$ cat config.mk
export PLATFORM = sky130hd
export DESIGN_NAME = scope_frame_crc16_encoder
export DESIGN_NICKNAME = d
export VERILOG_FILES = /design/src/hdl/scfe_pkg.sv /design/src/hdl/scope_frame_crc16_encoder.sv /design/src/hdl/scfe_front.sv /design/src/hdl/scfe_back.sv
export SDC_FILE = /design/constraint.sdc
export NUM_CORES = 1
export LEC_CHECK = 0
export ABC_AREA = 1
export BUFFER_PORTS_ARGS = -buffer_cell sky130_fd_sc_hd__buf_2
export CORE_AREA = 3 3 198 103
export DETAILED_ROUTE_END_ITERATION = 6
export DIE_AREA = 0 0 201 106
export HOLD_SLACK_MARGIN = 0.02
export PLACE_DENSITY_LB_ADDON = 0.1
export SLEW_MARGIN = 10
export SYNTH_ARGS = -nofsm -noshare
export SYNTH_HDL_FRONTEND = slang
export SYNTH_HIERARCHICAL = 1
export SYNTH_SLANG_ARGS = --single-unit
$ cat constraint.sdc
create_clock -name clk_i -period 10.05 [get_ports clk_i]
set_input_delay 1.005 -clock clk_i [delete_from_list [all_inputs] [get_ports clk_i]]
set_output_delay 1.005 -clock clk_i [all_outputs]
set_load 0.1 [all_outputs]
$ cat src/hdl/scfe_pkg.sv
// Package: transaction types, frame constants and the CRC-16/Modbus byte update.
`default_nettype none
package scfe_pkg;

  localparam int unsigned FrameBytes = 10;
  localparam int unsigned DataBytes  = 8;
  localparam int unsigned PosWidth   = 4;

  localparam logic [15:0] CrcInit = 16'hFFFF;
  localparam logic [15:0] CrcPoly = 16'hA001;

  localparam logic [PosWidth-1:0] PosCrcLo = PosWidth'(DataBytes);
  localparam logic [PosWidth-1:0] PosLast  = PosWidth'(FrameBytes - 1);

  // channel_zero sits in the low bits so that byte k of the flat vector is frame byte k
  typedef struct packed {
    logic signed [15:0] channel_three;
    logic signed [15:0] channel_two;
    logic signed [15:0] channel_one;
    logic signed [15:0] channel_zero;
  } in_item_t;

  typedef struct packed {
    logic [7:0]          frame_byte;
    logic [PosWidth-1:0] byte_position;
    logic                last_byte;
  } out_item_t;

  // one byte through the reflected CRC, LSB first
  function automatic logic [15:0] crc_byte(input logic [15:0] crc, input logic [7:0] b);
    logic [15:0] c;
    c = crc ^ {8'h00, b};
    for (int k = 0; k < 8; k++) begin
      if (c[0]) begin
        c = (c >> 1) ^ CrcPoly;
      end else begin
        c = c >> 1;
      end
    end
    return c;
  endfunction

endpackage
`default_nettype wire

$ cat src/hdl/scope_frame_crc16_encoder.sv
// Top level: four-channel scope frame encoder with CRC-16/Modbus trailer.
// A taken set is queued, loaded into item_q once the back end is free, and each byte is registered.
// Throughput: one frame byte per cycle while a frame is out, set by the byte serializer.
// busy rises only when the two-entry queue is full; frames stream back to back while sets wait.
// The receiver cannot stall: each byte is on result_o for one cycle with result_strobe_o high.
// Reset (rst_ni low, asynchronous) empties the queue and idles the serializer; no data state.
`default_nettype none
module scope_frame_crc16_encoder (
  input  wire logic               clk_i,
  input  wire logic               rst_ni,
  input  wire logic               start,
  input  wire scfe_pkg::in_item_t data_i,
  output logic                    busy,
  output logic                    result_strobe_o,
  output scfe_pkg::out_item_t     result_o
);
  import scfe_pkg::*;

  // queue hand-off between front and back
  logic     pop;
  logic     avail;
  in_item_t head;

  // front end: takes a transaction when start is high and busy is low
  scfe_front u_front (
    .clk_i   (clk_i),
    .rst_ni  (rst_ni),
    .start   (start),
    .data_i  (data_i),
    .busy    (busy),
    .pop_i   (pop),
    .avail_o (avail),
    .head_o  (head)
  );

  // back end: pulls the next set on the last byte of the current frame,
  // so consecutive frames leave with no idle cycle between them
  scfe_back u_back (
    .clk_i           (clk_i),
    .rst_ni          (rst_ni),
    .avail_i         (avail),
    .head_i          (head),
    .pop_o           (pop),
    .result_strobe_o (result_strobe_o),
    .result_o        (result_o)
  );

endmodule
`default_nettype wire

$ cat src/hdl/scfe_front.sv
// Front end: accepts sample sets and holds them in a two-entry queue for the back end.
`default_nettype none
module scfe_front (
  input  wire logic              clk_i,
  input  wire logic              rst_ni,
  input  wire logic              start,
  input  wire scfe_pkg::in_item_t data_i,
  output logic                   busy,
  input  wire logic              pop_i,
  output logic                   avail_o,
  output scfe_pkg::in_item_t     head_o
);
  import scfe_pkg::*;

  in_item_t    mem_q [2];
  logic        wr_ptr_q, wr_ptr_d;
  logic        rd_ptr_q, rd_ptr_d;
  logic [1:0]  count_q, count_d;
  logic        push, pop;

  assign busy    = (count_q == 2'd2);
  assign avail_o = (count_q != 2'd0);
  assign head_o  = mem_q[rd_ptr_q];
  assign push    = start && !busy;
  assign pop     = pop_i && avail_o;

  always_comb begin
    wr_ptr_d = push ? ~wr_ptr_q : wr_ptr_q;
    rd_ptr_d = pop ? ~rd_ptr_q : rd_ptr_q;
    count_d  = count_q + 2'(push) - 2'(pop);
  end

  always_ff @(posedge clk_i or negedge rst_ni) begin
    if (!rst_ni) begin
      wr_ptr_q <= 1'b0;
      rd_ptr_q <= 1'b0;
      count_q  <= 2'd0;
    end else begin
      wr_ptr_q <= wr_ptr_d;
      rd_ptr_q <= rd_ptr_d;
      count_q  <= count_d;
    end
  end

  always_ff @(posedge clk_i) begin
    if (push) begin
      mem_q[wr_ptr_q] <= data_i;
    end
  end

  a_count_range: assert property (@(posedge clk_i) disable iff (!rst_ni)
    count_q != 2'd3) else $error("queue count out of range");
  a_ptr_match: assert property (@(posedge clk_i) disable iff (!rst_ni)
    (count_q == 2'd0 || count_q == 2'd2) |-> (wr_ptr_q == rd_ptr_q))
    else $error("queue pointers disagree with count");

endmodule
`default_nettype wire

$ cat src/hdl/scfe_back.sv
// Back end: serializes one frame a byte per cycle and folds the data bytes into the CRC.
`default_nettype none
module scfe_back (
  input  wire logic               clk_i,
  input  wire logic               rst_ni,
  input  wire logic               avail_i,
  input  wire scfe_pkg::in_item_t head_i,
  output logic                    pop_o,
  output logic                    result_strobe_o,
  output scfe_pkg::out_item_t     result_o
);
  import scfe_pkg::*;

  logic                active_q, active_d;
  logic [PosWidth-1:0] pos_q, pos_d;
  logic [15:0]         crc_q, crc_d;
  in_item_t            item_q;
  logic [63:0]         flat;
  logic [7:0]          cur_byte;
  logic                at_last;
  logic                strobe_q;
  out_item_t           result_q;

  assign flat    = item_q;
  assign at_last = (pos_q == PosLast);
  assign pop_o   = avail_i && (!active_q || at_last);

  always_comb begin
    if (pos_q == PosCrcLo) begin
      cur_byte = crc_q[7:0];
    end else if (at_last) begin
      cur_byte = crc_q[15:8];
    end else begin
      cur_byte = flat[8*pos_q[2:0] +: 8];
    end
  end

  always_comb begin
    active_d = active_q;
    pos_d    = pos_q;
    crc_d    = crc_q;
    if (active_q) begin
      pos_d = pos_q + 1'b1;
      if (pos_q < PosCrcLo) begin
        crc_d = crc_byte(crc_q, cur_byte);
      end
      if (at_last) begin
        active_d = 1'b0;
      end
    end
    if (pop_o) begin
      active_d = 1'b1;
      pos_d    = '0;
      crc_d    = CrcInit;
    end
  end

  always_ff @(posedge clk_i or negedge rst_ni) begin
    if (!rst_ni) begin
      active_q <= 1'b0;
      pos_q    <= '0;
      strobe_q <= 1'b0;
    end else begin
      active_q <= active_d;
      pos_q    <= pos_d;
      strobe_q <= active_q;
    end
  end

  always_ff @(posedge clk_i) begin
    crc_q <= crc_d;
    if (pop_o) begin
      item_q <= head_i;
    end
    result_q.frame_byte    <= cur_byte;
    result_q.byte_position <= pos_q;
    result_q.last_byte     <= at_last;
  end

  assign result_strobe_o = strobe_q;
  assign result_o        = result_q;

  a_pos_step: assert property (@(posedge clk_i) disable iff (!rst_ni)
    (active_q && !at_last) |=> (active_q && pos_q == $past(pos_q) + 1'b1))
    else $error("byte position skipped");
  a_pos_range: assert property (@(posedge clk_i) disable iff (!rst_ni)
    active_q |-> (pos_q <= PosLast)) else $error("byte position beyond frame");
  a_last_flag: assert property (@(posedge clk_i) disable iff (!rst_ni)
    result_strobe_o |-> (result_o.last_byte == (result_o.byte_position == PosLast)))
    else $error("last byte flag misplaced");

endmodule
`default_nettype wire

======== Word-level counts from Yosys, hierarchy flattened ========
Memory sizes are Yosys's and may differ from the RTL's. A register that Yosys moved wholly into a read port is not among the register bits.
Cells that the tools add are included.
operators by class
  magnitude comparators ................... 1
  reductions and logical operators ........ 9
  equality and inequality tests ........... 3
  $add $sub $neg .......................... 3
  mux-type cells .......................... 31
  bitwise operators ....................... 11
  shift-type cells ........................ 1
operators by type and width
  cell                   number
  $mux W16               22
  $shiftx A64 B7 Y8      1
  $not A2 Y3             8
  $mux W8                2
  $xor A16 B8 Y16        1
  $eq A4 B4 Y1 const B   2
  $mux W4                2
  $mux W1                5
  $add A4 B1 Y4 const B  1
  $lt A4 B4 Y1 const B   1
  $reduce_bool A2 Y1     2
  $logic_and A1 B1 Y1    3
  $add A2 B1 Y2          1
  $eq A2 B2 Y1 const B   1
  $logic_not A1 Y1       2
  $not A1 Y1             2
  $reduce_and A2 Y1      1
  $sub A2 B1 Y2          1
  $logic_or A1 B1 Y1     1
word-level totals
  input port bits ......................... 67
  output and inout bits ................... 15
  memories ................................ 1
  logic and storage cells ................. 70
  register bits ........................... 39
  RAM bits ................................ 128
memories
  memory         words  bits a word  read ports  clocked after memory_dff  wr ports  RTL line          source
  u_front.mem_q  2      64           1           1                         1         scfe_front.sv:15  in_item_t mem_q [2];

======== Longest topological paths before layout ========
  depth in word-level cells ............... 34
  gate-level depth with buffers ........... 22

======== Modules after synthesis ========
Netlist, hierarchy kept.
by module, submodules not included
  module      times used  seq. area each (µm²)  area each (µm²)  cells an instance
  scfe_front  1           3,943.8               4,913.5          367
  scfe_back   1           2,652.5               4,446.8          450

======== Least setup slack after synthesis ========
No wires, ideal clock.
  path type ............................... input to register
  start ................................... input port start
  end ..................................... memory u_front/mem_q[1][0] (netlist name) (enable)
  arrival ................................. 3,764 ps
  stages .................................. 2
  path slack .............................. 5,800 ps
  buffers on the path ..................... 0
  data required time ...................... 9,564 ps
  cell sequence ........................... nand2_1 -> nor2_1
between the ends
  cells in the longest elaborated chain, start to end .. 3
ends and longest elaborated chain
  element                        RTL line                         source
  start, declared                scope_frame_crc16_encoder.sv:11  input wire logic start,
  $logic_and A1 B1 Y1            scfe_front.sv:24                 assign push = start && !busy;
  $mux W1                        scfe_front.sv:46                 if (push) begin
  $mux W1 (not written as such)  scfe_front.sv:47                 mem_q[wr_ptr_q] <= data_i;
  end, declared                  scfe_front.sv:15
No other way between the ends.

======== Worst setup path after layout ========
  start ................................... register u_back.pos_q[1]
  end ..................................... register, netlist name u_back/flat[27]
between the ends
  cells in the longest elaborated chain, start to end .. 3
ends and longest elaborated chain
  element                 RTL line                         source
  start, declared         scfe_back.sv:15                  logic [PosWidth-1:0] pos_q, pos_d;
  start signal, assigned  scfe_back.sv:65                  pos_q <= pos_d;
  $eq A4 B4 Y1            scfe_back.sv:25                  assign at_last = (pos_q == PosLast);
  $logic_or A1 B1 Y1      scfe_back.sv:26                  assign pop_o = avail_i && (!active_q || at_last);
  $logic_and A1 B1 Y1     scfe_back.sv:26
  net pop                 scope_frame_crc16_encoder.sv:20  logic pop;
The timed path passes the listed nets, and every way through them passes these cells.
A chain may end at the register's enable or synchronous reset.

==> reports/summary.txt <==
PWR
----------------------------------------------------------------------------------------
Internal Pwr Total ........................................................      2.22 mW
Fraction of power consumed by combinational cells .........................        40.9%
Static leakage ............................................................      4.43 nW
Net switching power .......................................................      1.58 mW
Power density cells .......................................................   361 mW/mm²
Peak ir drop on the vdd network ...........................................       137 µV
Proportion of power drawn by the clock network ............................        20.2%
Fraction of power consumed by sequential logic ............................        39.0%
Fraction of power spent switching nets ....................................        41.6%

YOSYS
----------------------------------------------------------------------------------------
Sequential fraction of the synthesis area .................................        70.5%
Average cell area after synthesis .........................................     11.5 µm²
Number of distinct standard cells referenced by the synthesized netlist ...           34
Post-synthesis instance area ..............................................  0.00936 mm²
Register bit count reported by yosys ......................................          231
Syn Nets ..................................................................          889
Synth Instances ...........................................................          817
YS warnings ...............................................................            6
Share of the synthesized area in the top cell type ........................        61.6%
Largest cells by area after synthesis ..................................... sky130_fd_sc_hd__edfxtp_1 62%, sky130_fd_sc_hd__nand2_1 13%, sky130_fd_sc_hd__dfxtp_1 6.2%, sky130_fd_sc_hd__nand3_1 3.0%, sky130_fd_sc_hd__dfrtp_1 2.7%
Cell taking the most area after synthesis ................................. sky130_fd_sc_hd__edfxtp_1

WORST HOLD PATH
----------------------------------------------------------------------------------------
Kind of path behind the tightest hold check ............................... primary input to asynchronous set/reset pin

STA
----------------------------------------------------------------------------------------
Worst clock skew on the final layout ......................................   0.00623 ns
Highest clock rate ........................................................    0.302 GHz
Post-layout min period ....................................................      3.31 ns
Actual transition at the worst max-transition pin .........................     0.938 ns
Final clock period utilization by the worst path ..........................        32.9%
Endpoints failing hold ....................................................            0
Worst max-slew margin expressed relative to the limit .....................        37.5%
Final WS setup ............................................................      6.74 ns
Final sum of negative setup slack .........................................         0 ns
Setup repair after global routing missed its margin .......................           no
Number of max-slew violations in the final report .........................            0
Final setup violation count ...............................................            0

FINISH
----------------------------------------------------------------------------------------
Number of nets in the finished design .....................................          968
Layout Area Growth over Synthesis .........................................        12.5%
Count of antenna diodes in the layout .....................................            0
Layout cell share with drive strength beyond 1 ............................        18.9%

GLOBAL ROUTING
----------------------------------------------------------------------------------------
Number of global-route vias before repair .................................         5569
Met2 track utilization from global routing ................................        26.0%
Total Routing Usage GR ....................................................        17.5%
Maximum number of pins on one net before global-route repair ..............           73
Antenna violations before repair ..........................................            0
Fraction of met1 tracks used by global routing ............................        26.9%
Global Route met3 Usage ...................................................        3.40%
First-pass GRT wire length ................................................      29.8 mm
Overflow after GRT ........................................................            0
GRT busiest layer .........................................................         met1

CRITICAL PATH
----------------------------------------------------------------------------------------
Worst endpoint data arrival time ..........................................      3.43 ns
Capturing element type of the critical path ...............................    flip-flop
Setup slack on the worst flop-to-flop path ................................      6.74 ns
R2R cell count ............................................................            7
Worst Setup Path Type ..................................................... flip-flop to flip-flop
Data required time of the worst path ......................................     10.17 ns
Type of element launching the critical path ...............................    flip-flop
RR Endpoint ............................................................... u_back/flat[27]
Startpoint of the most critical register-to-register path ................. u_back/pos_q[1]
Crit path max fanout ......................................................           72

FLOORPLAN
----------------------------------------------------------------------------------------
Area of the die ...........................................................   0.0213 mm²
Standard-cell row count ...................................................           35
Horizontal die dimension ..................................................       201 µm
Core Box Area .............................................................   0.0185 mm²
Number of ports placed on the die boundary ................................           82
Starting utilization of the core area .....................................        50.5%
Die boundary height .......................................................       106 µm

PLACE
----------------------------------------------------------------------------------------
Half-perimeter wire length after detailed placement .......................      11.8 mm
Worst slack at placement ..................................................      6.72 ns
Weighted congestion at the end of routability-driven global placement .....        0.812
Buffers on Ports ..........................................................           81

ROUTE
----------------------------------------------------------------------------------------
Total vias in the final route .............................................         5840
Vias per std cell .........................................................         4.99
Number of search-and-repair iterations in the first detailed-routing pass .            5
Initial drt markers .......................................................          407
DRT antenna net count .....................................................            0
Overall routed net length .................................................      18.3 mm
Post-DR wirelength/cell ...................................................      15.7 µm
DRC errors left ...........................................................            0

CLOCKING
----------------------------------------------------------------------------------------
Worst-skew pair later-pin latency .........................................      0.49 ns
Clock transition at path regs .............................................      0.07 ns
Clock buffer count from CTS ...............................................           21
CTS root buf .............................................................. sky130_fd_sc_hd__clkbuf_16
Count of clock tree sinks .................................................          231
Post-CTS setup-driven buffer insertion count ..............................            0
H-tree depth ..............................................................            1
CTS max path bufs .........................................................            3
Number of buffers inserted for hold repair after clock tree synthesis .....            0
Total of cells resized after clock tree synthesis .........................            0
TritonCTS clock tree ......................................................        built

OUTCOME
----------------------------------------------------------------------------------------
Status .................................................................... finished clean

FLOW RUN
----------------------------------------------------------------------------------------
Max-cap violation count ...................................................            0

## worst max path at each step
stage                                from                  end  cells after the start
final                     u_back/pos_q[1]      u_back/flat[27]                      7
after global routing      u_back/pos_q[1]      u_back/flat[27]                      7
after CTS                 u_back/pos_q[1]      u_back/flat[22]                      7
after detailed placement  u_back/pos_q[1]      u_back/flat[19]                      7
after global placement    u_back/pos_q[1]      u_back/flat[35]                      7
after floorplan                     start  u_front/mem_q[1][0]                      2
## power by group through the flow
stage | registers, mW | clock network (mW) | logic [mW]
finish | 1.48 | 0.767 | 1.55
CTS | 1.48 | 0.786 | 1.56
global route | 1.51 | 0.826 | 1.75
global placement | 1.50 | 0 | 1.53
detailed placement | 1.50 | 0 | 1.56
floorplan | 1.67 | 0 | 1.08
## registers in the layout, summed over array words and instances, names as in the netlist, 2 cells and up
signal and flops:
u_back/crc_q 16, u_back/flat 64, u_back/pos_q 4, u_back/result_o 13, u_front/count_q 2, u_front/mem_q 128
## kinds of logic after synthesis
group	synth area share (%)
buf+inv	5.55
flops	70.5
simple gates	19.8
xor+xnor	0.187
fa+ha+maj	0.668
compound gates	3.30
## cell usage in the layout (no fill, tap or decap), types with 2 or more instances in the layout
cell type / n
sky130_fd_sc_hd__a21oi_1: 12
sky130_fd_sc_hd__buf_2: 81
sky130_fd_sc_hd__buf_4: 6
sky130_fd_sc_hd__bufinv_16: 2
sky130_fd_sc_hd__clkbuf_1: 7
sky130_fd_sc_hd__clkbuf_16: 21
sky130_fd_sc_hd__clkinv_1: 5
sky130_fd_sc_hd__clkinv_2: 2
sky130_fd_sc_hd__dfrtp_1: 9
sky130_fd_sc_hd__dfxtp_1: 29
sky130_fd_sc_hd__edfxtp_1: 192
sky130_fd_sc_hd__ha_1: 5
sky130_fd_sc_hd__inv_1: 56
sky130_fd_sc_hd__inv_2: 7
sky130_fd_sc_hd__nand2_1: 312
sky130_fd_sc_hd__nand2_2: 30
sky130_fd_sc_hd__nand3_1: 57
sky130_fd_sc_hd__nand3_2: 10
sky130_fd_sc_hd__nor2_1: 13
sky130_fd_sc_hd__nor2_2: 3
sky130_fd_sc_hd__nor3_1: 2
sky130_fd_sc_hd__o211ai_1: 11
sky130_fd_sc_hd__o21ai_0: 20
sky130_fd_sc_hd__o21ai_1: 3
sky130_fd_sc_hd__o21ai_2: 2
sky130_fd_sc_hd__o22ai_1: 2
sky130_fd_sc_hd__xor2_1: 2
## stage by stage
step / hold slack, ns / util, % / area [µm²] / instances / total power [mW]
after global placement: 0.352 / 53.3 / 9880 / 1132 / 3.03
after floorplan: 0.381 / - / 9360 / 817 / 2.75
after global routing: 0.376 / 56.8 / 10500 / 1170 / 4.08
after detailed placement: 0.355 / 53.3 / 9880 / 1132 / 3.06
final: 0.369 / 56.8 / 10500 / 1170 / 3.80
after CTS: 0.360 / 56.8 / 10500 / 1170 / 3.83
## per-layer routing
| layer | up-vias | wire length, µm |
|---|---|---|
| li1 | 2881 | - |
| met1 | 2794 | 9170 |
| met2 | 142 | 7890 |
| met3 | 23 | 1030 |
| met4 | 0 | 249 |
| met5 | - | 0 |
## Yosys cell counts (all sizes together)
library cell / n
nand3: 67
clkinv: 1
o21ai: 25
nor2: 17
dfxtp: 29
o221ai: 1
xor2: 2
dfrtp: 10
clkbuf: 4
ha: 5
a21oi: 12
o22ai: 2
inv: 64
edfxtp: 192
buf: 27
nand2: 343
nor3: 2
o211ai: 12
nand4: 2
## critical path, cell delays in order (launching register included)
cell	delay, ns
sky130_fd_sc_hd__dfrtp_1	0.66
sky130_fd_sc_hd__inv_4	0.33
sky130_fd_sc_hd__ha_1	0.21
sky130_fd_sc_hd__nand3_2	0.31
sky130_fd_sc_hd__nand2_1	0.18
sky130_fd_sc_hd__nand2_1	0.34
sky130_fd_sc_hd__inv_2	0.15
sky130_fd_sc_hd__buf_4	0.69
## area by class of cell
| cell class | count | area (µm²) |
|---|---|---|
| fillers | 1548 | 8000 |
| flip-flops and latches | 231 | 6600 |
| multi-input cells | 490 | 2250 |
| clock buffers | 28 | 552 |
| repair buffers | 87 | 450 |
| well taps | 259 | 324 |
| inverters | 65 | 254 |
| clock inverters | 10 | 97.6 |
Power figures use the tool's default switching activity.
